==> config.mk <==
export PLATFORM = sky130hd
export DESIGN_NAME = aerf_ram
export DESIGN_NICKNAME = d
export VERILOG_FILES = /design/src/aerf_ram.sv
export SDC_FILE = /design/constraint.sdc
export NUM_CORES = 1
export LEC_CHECK = 0
export ABC_AREA = 1
export BUFFER_PORTS_ARGS = -buffer_cell sky130_fd_sc_hd__buf_2
export CORE_MARGIN = 3
export CORE_UTILIZATION = 35
export CTS_CLUSTER_SIZE = 28
export DETAILED_ROUTE_END_ITERATION = 7
export PLACE_DENSITY = 0.57
export SLEW_MARGIN = 5
export SYNTH_ARGS = -nofsm -noshare
export SYNTH_HDL_FRONTEND = slang
export SYNTH_SLANG_ARGS = --single-unit
==> constraint.sdc <==
create_clock -name clock -period 1.4 [get_ports clock]
set_input_delay 0.07 -clock clock [delete_from_list [all_inputs] [get_ports clock]]
set_output_delay 0.07 -clock clock [all_outputs]
set_load 0.005 [all_outputs]
==> src/aerf_ram.sv <==
module aerf_ram #(
   parameter int WIDTH = 8,
   parameter int DEPTH = 16
) (
   input  logic                     clock,
   input  logic                     wr_en,
   input  logic [$clog2(DEPTH)-1:0] wr_addr,
   input  logic [WIDTH-1:0]         wr_data,
   input  logic                     rd_en,
   input  logic [$clog2(DEPTH)-1:0] rd_addr,
   output logic [WIDTH-1:0]         rd_data
);

   logic [WIDTH-1:0] mem_q [DEPTH];
   logic [WIDTH-1:0] rd_data_ff;

   // write port
   always_ff @(posedge clock) begin
      if (wr_en) begin
         mem_q[wr_addr] <= wr_data;
      end
   end

   // registered read, hold data between reads
   always_ff @(posedge clock) begin
      if (rd_en) begin
         rd_data_ff <= mem_q[rd_addr];
      end
   end

   assign rd_data = rd_data_ff;

endmodule

==> out/results.txt <==
Data arrival, critical path - 1.31 ns
Top delay family on crit path - simple AND/OR/NAND/NOR gates
Worst-skew pair later-pin latency - 0.42 ns
CTS Buf Count - 17
GRT overflow - 0
Worst Path Required - 1.57 ns
Syn nets - 570
Mapped Cells - 551
GR Util met1 - 22.18%
Yosys warns - 0
Async SR Flop Fraction - 0%
Peak fanout along the critical path - 1
Crit path kind - flip-flop to flip-flop
Worst min path class - input pin to flip-flop
Fin Hold WS - 0.02932 ns
Post-synth top area share - 69.85%
Remaining routing DRC violations - 0
Pre-Repair DR Iteration Count - 5
Share of cells above drive strength 1 - 11.88%
Placed inst area - 6299 um2
Syn Area/Cell - 10.61 um2
Slowest cell on the critical path - edfxtp_1
CTS resizes - 0
Core ar. - 16120 um2
Max Cap Viol - 0
Layout Cells excl Fill - 822
Post-route ant nets - 0
Most instantiated cells after synthesis - 173 x nand2_1, 136 x edfxtp_1, 100 x inv_1
Clk buf depth - 2
CP Capture Type - flip-flop
Worst setup slack after layout - 0.2573 ns
Worst Max-Slew Pin Slew - 0.6510 ns
Antenna violations before repair - 0
Fin. max-slew vios - 0
Dpl cells - 793
Dpl hpwl - 8.440 mm
Cts hold-fix bufs - 0
Place WS - 0.05340 ns
Final instance area - 6773 um2
CTS Sinks - 136
Initial Util - 36.28%
Most frequent cell after synthesis - nand2_1
Worst-path cell chain - inv_1, nand2_1, nand3_1, nand3_1, nand3_1, nand2_1
GR Layer Usage met2 - 24.39%
Fmax - 0.8752 GHz
Static Leak - 2.903 nW
Unrepaired setup endpoints after global routing - no
GP Congestion - 0.8150
TritonCTS clock tree - yes
Final wirelength - 13.77 mm
Initial DRC Count - 320
Pwr/cell area - 1309 nW/um2
Area grow syn2layout - 15.84%
Critical path's most frequent cell - nand3_1
Row Count - 46
Slew HR - 56.54%
Crit start category - flip-flop
Vias in the first global route - 3736
GRT Util Overall - 15.97%
Die width - 135.3 um
Die extent in y - 135.3 um
CP Buf/Inv Count - 1
CTS clk-pin slew, worst paths - 0.06 ns
Layout Nets - 615
Status - complete, no violations
Num ports - 27
Register area share after synthesis - 69.85%
Netlist cell types - 11
Root Driver - clkbuf_16
Finish-stage setup viols - 0
Top cells by area, synth - edfxtp_1 70%, nand2_1 11%, nand3_1 8.3%
Worst VDD drop - 782.3 uV
Leading area contributor after synthesis - edfxtp_1
H-tree depth - 4
Post-CTS Setup Bufs - 0
Die area - 18290 um2
First-pass GRT wire length - 21.35 mm
Ys flop type - edfxtp_1
Synthesized flop and latch total - 136
Ant diodes - 0
Fin Clk Skew - 0.009903 ns
Pin count of the biggest net entering global routing - 65
Final Critical Period - 1.143 ns
Avg WL per Cell - 16.75 um
Most Used Layer, Global Route - met2
Final period utilization - 81.62%
Port buffer count - 26
GR Layer Usage met3 - 4.086%
Final hold viol count - 0
EDFF count, synth - 136
TNS Setup - 0 ns
Drt via density - 4.662
Mapped Area - 5847 um2
Vias - 3832
CP max stage delay - 0.36 ns
-- cells by family after synthesis --
logic type / count (synthesis) / share of synthesized area (%)
simple gates: 289 / 20.76
flops: 136 / 69.85
buf+inv: 126 / 9.394
-- per-layer routing --
| metal | wire length [um] | up-vias |
|---|---|---|
| li1 | - | 1868 |
| met1 | 6402 | 1850 |
| met2 | 6453 | 97 |
| met3 | 696 | 17 |
| met4 | 214 | 0 |
| met5 | 0 | - |
-- area by class of cell --
cell class	count	area [um2]
clock buffers	20	436.7
clock inverters	9	37.54
fillers	1558	9343
inverters	102	382.9
multi-input cells	289	1214
flip-flops and latches	136	4084
well taps	216	270.3
repair buffers	50	347.8
-- stage by stage --
| step | power [mW] | utilization, % |
|---|---|---|
| 2_1_floorplan | 5.016 | - |
| 3_3_place_gp | 5.262 | 39.08 |
| 3_5_place_dp | 5.275 | 39.08 |
| 4_1_cts | 8.943 | 42.03 |
| 5_1_grt | 9.182 | 42.03 |
| 6_report | 8.867 | 42.03 |
-- cells in the final DEF, fill, tap and decap left out --
master     netlist  final
clkinv_2         0      3
clkbuf_16        0     17
clkbuf_1         0      3
buf_2           13     26
buf_12           0      3
clkinv_1         0      6
nand3b_1         2      2
inv_2            2      2
nor2_1          17     17
edfxtp_1       136    136
nand2_1        173    173
buf_4            4     21
inv_1          100    100
nand3_1         97     97
-- worst reg2reg max path: stages (launching register included) --
cell and delay (ns):
edfxtp_1 0.36, inv_1 0.06, nand2_1 0.04, nand3_1 0.09
nand3_1 0.10, nand3_1 0.17, nand2_1 0.07
-- state kept, by name, indices dropped and copies added, names as in the netlist --
name,count
rd_data,8
mem_q,128
-- report_power, final --
part / switching (mW) / internal (mW) / total (mW)
sequential: 0.0344 / 4.59 / 4.63
clock: 1.50 / 2.17 / 3.68
combinational: 0.391 / 0.171 / 0.562
total: 1.93 / 6.94 / 8.87
-- path summary, 6_finish.rpt --
path	startpoint	endpoint	slack (ns)	cells past startpoint
setup / recovery	mem_q[13][6]	rd_data[6]	0.26	6
hold / removal	rd_en	rd_data[6]	0.03	1
setup reg to reg	mem_q[13][6]	rd_data[6]	0.26	6
hold reg to reg	mem_q[14][4]	rd_data[4]	0.73	6
Note: power is estimated with default switching activity, not from simulation.
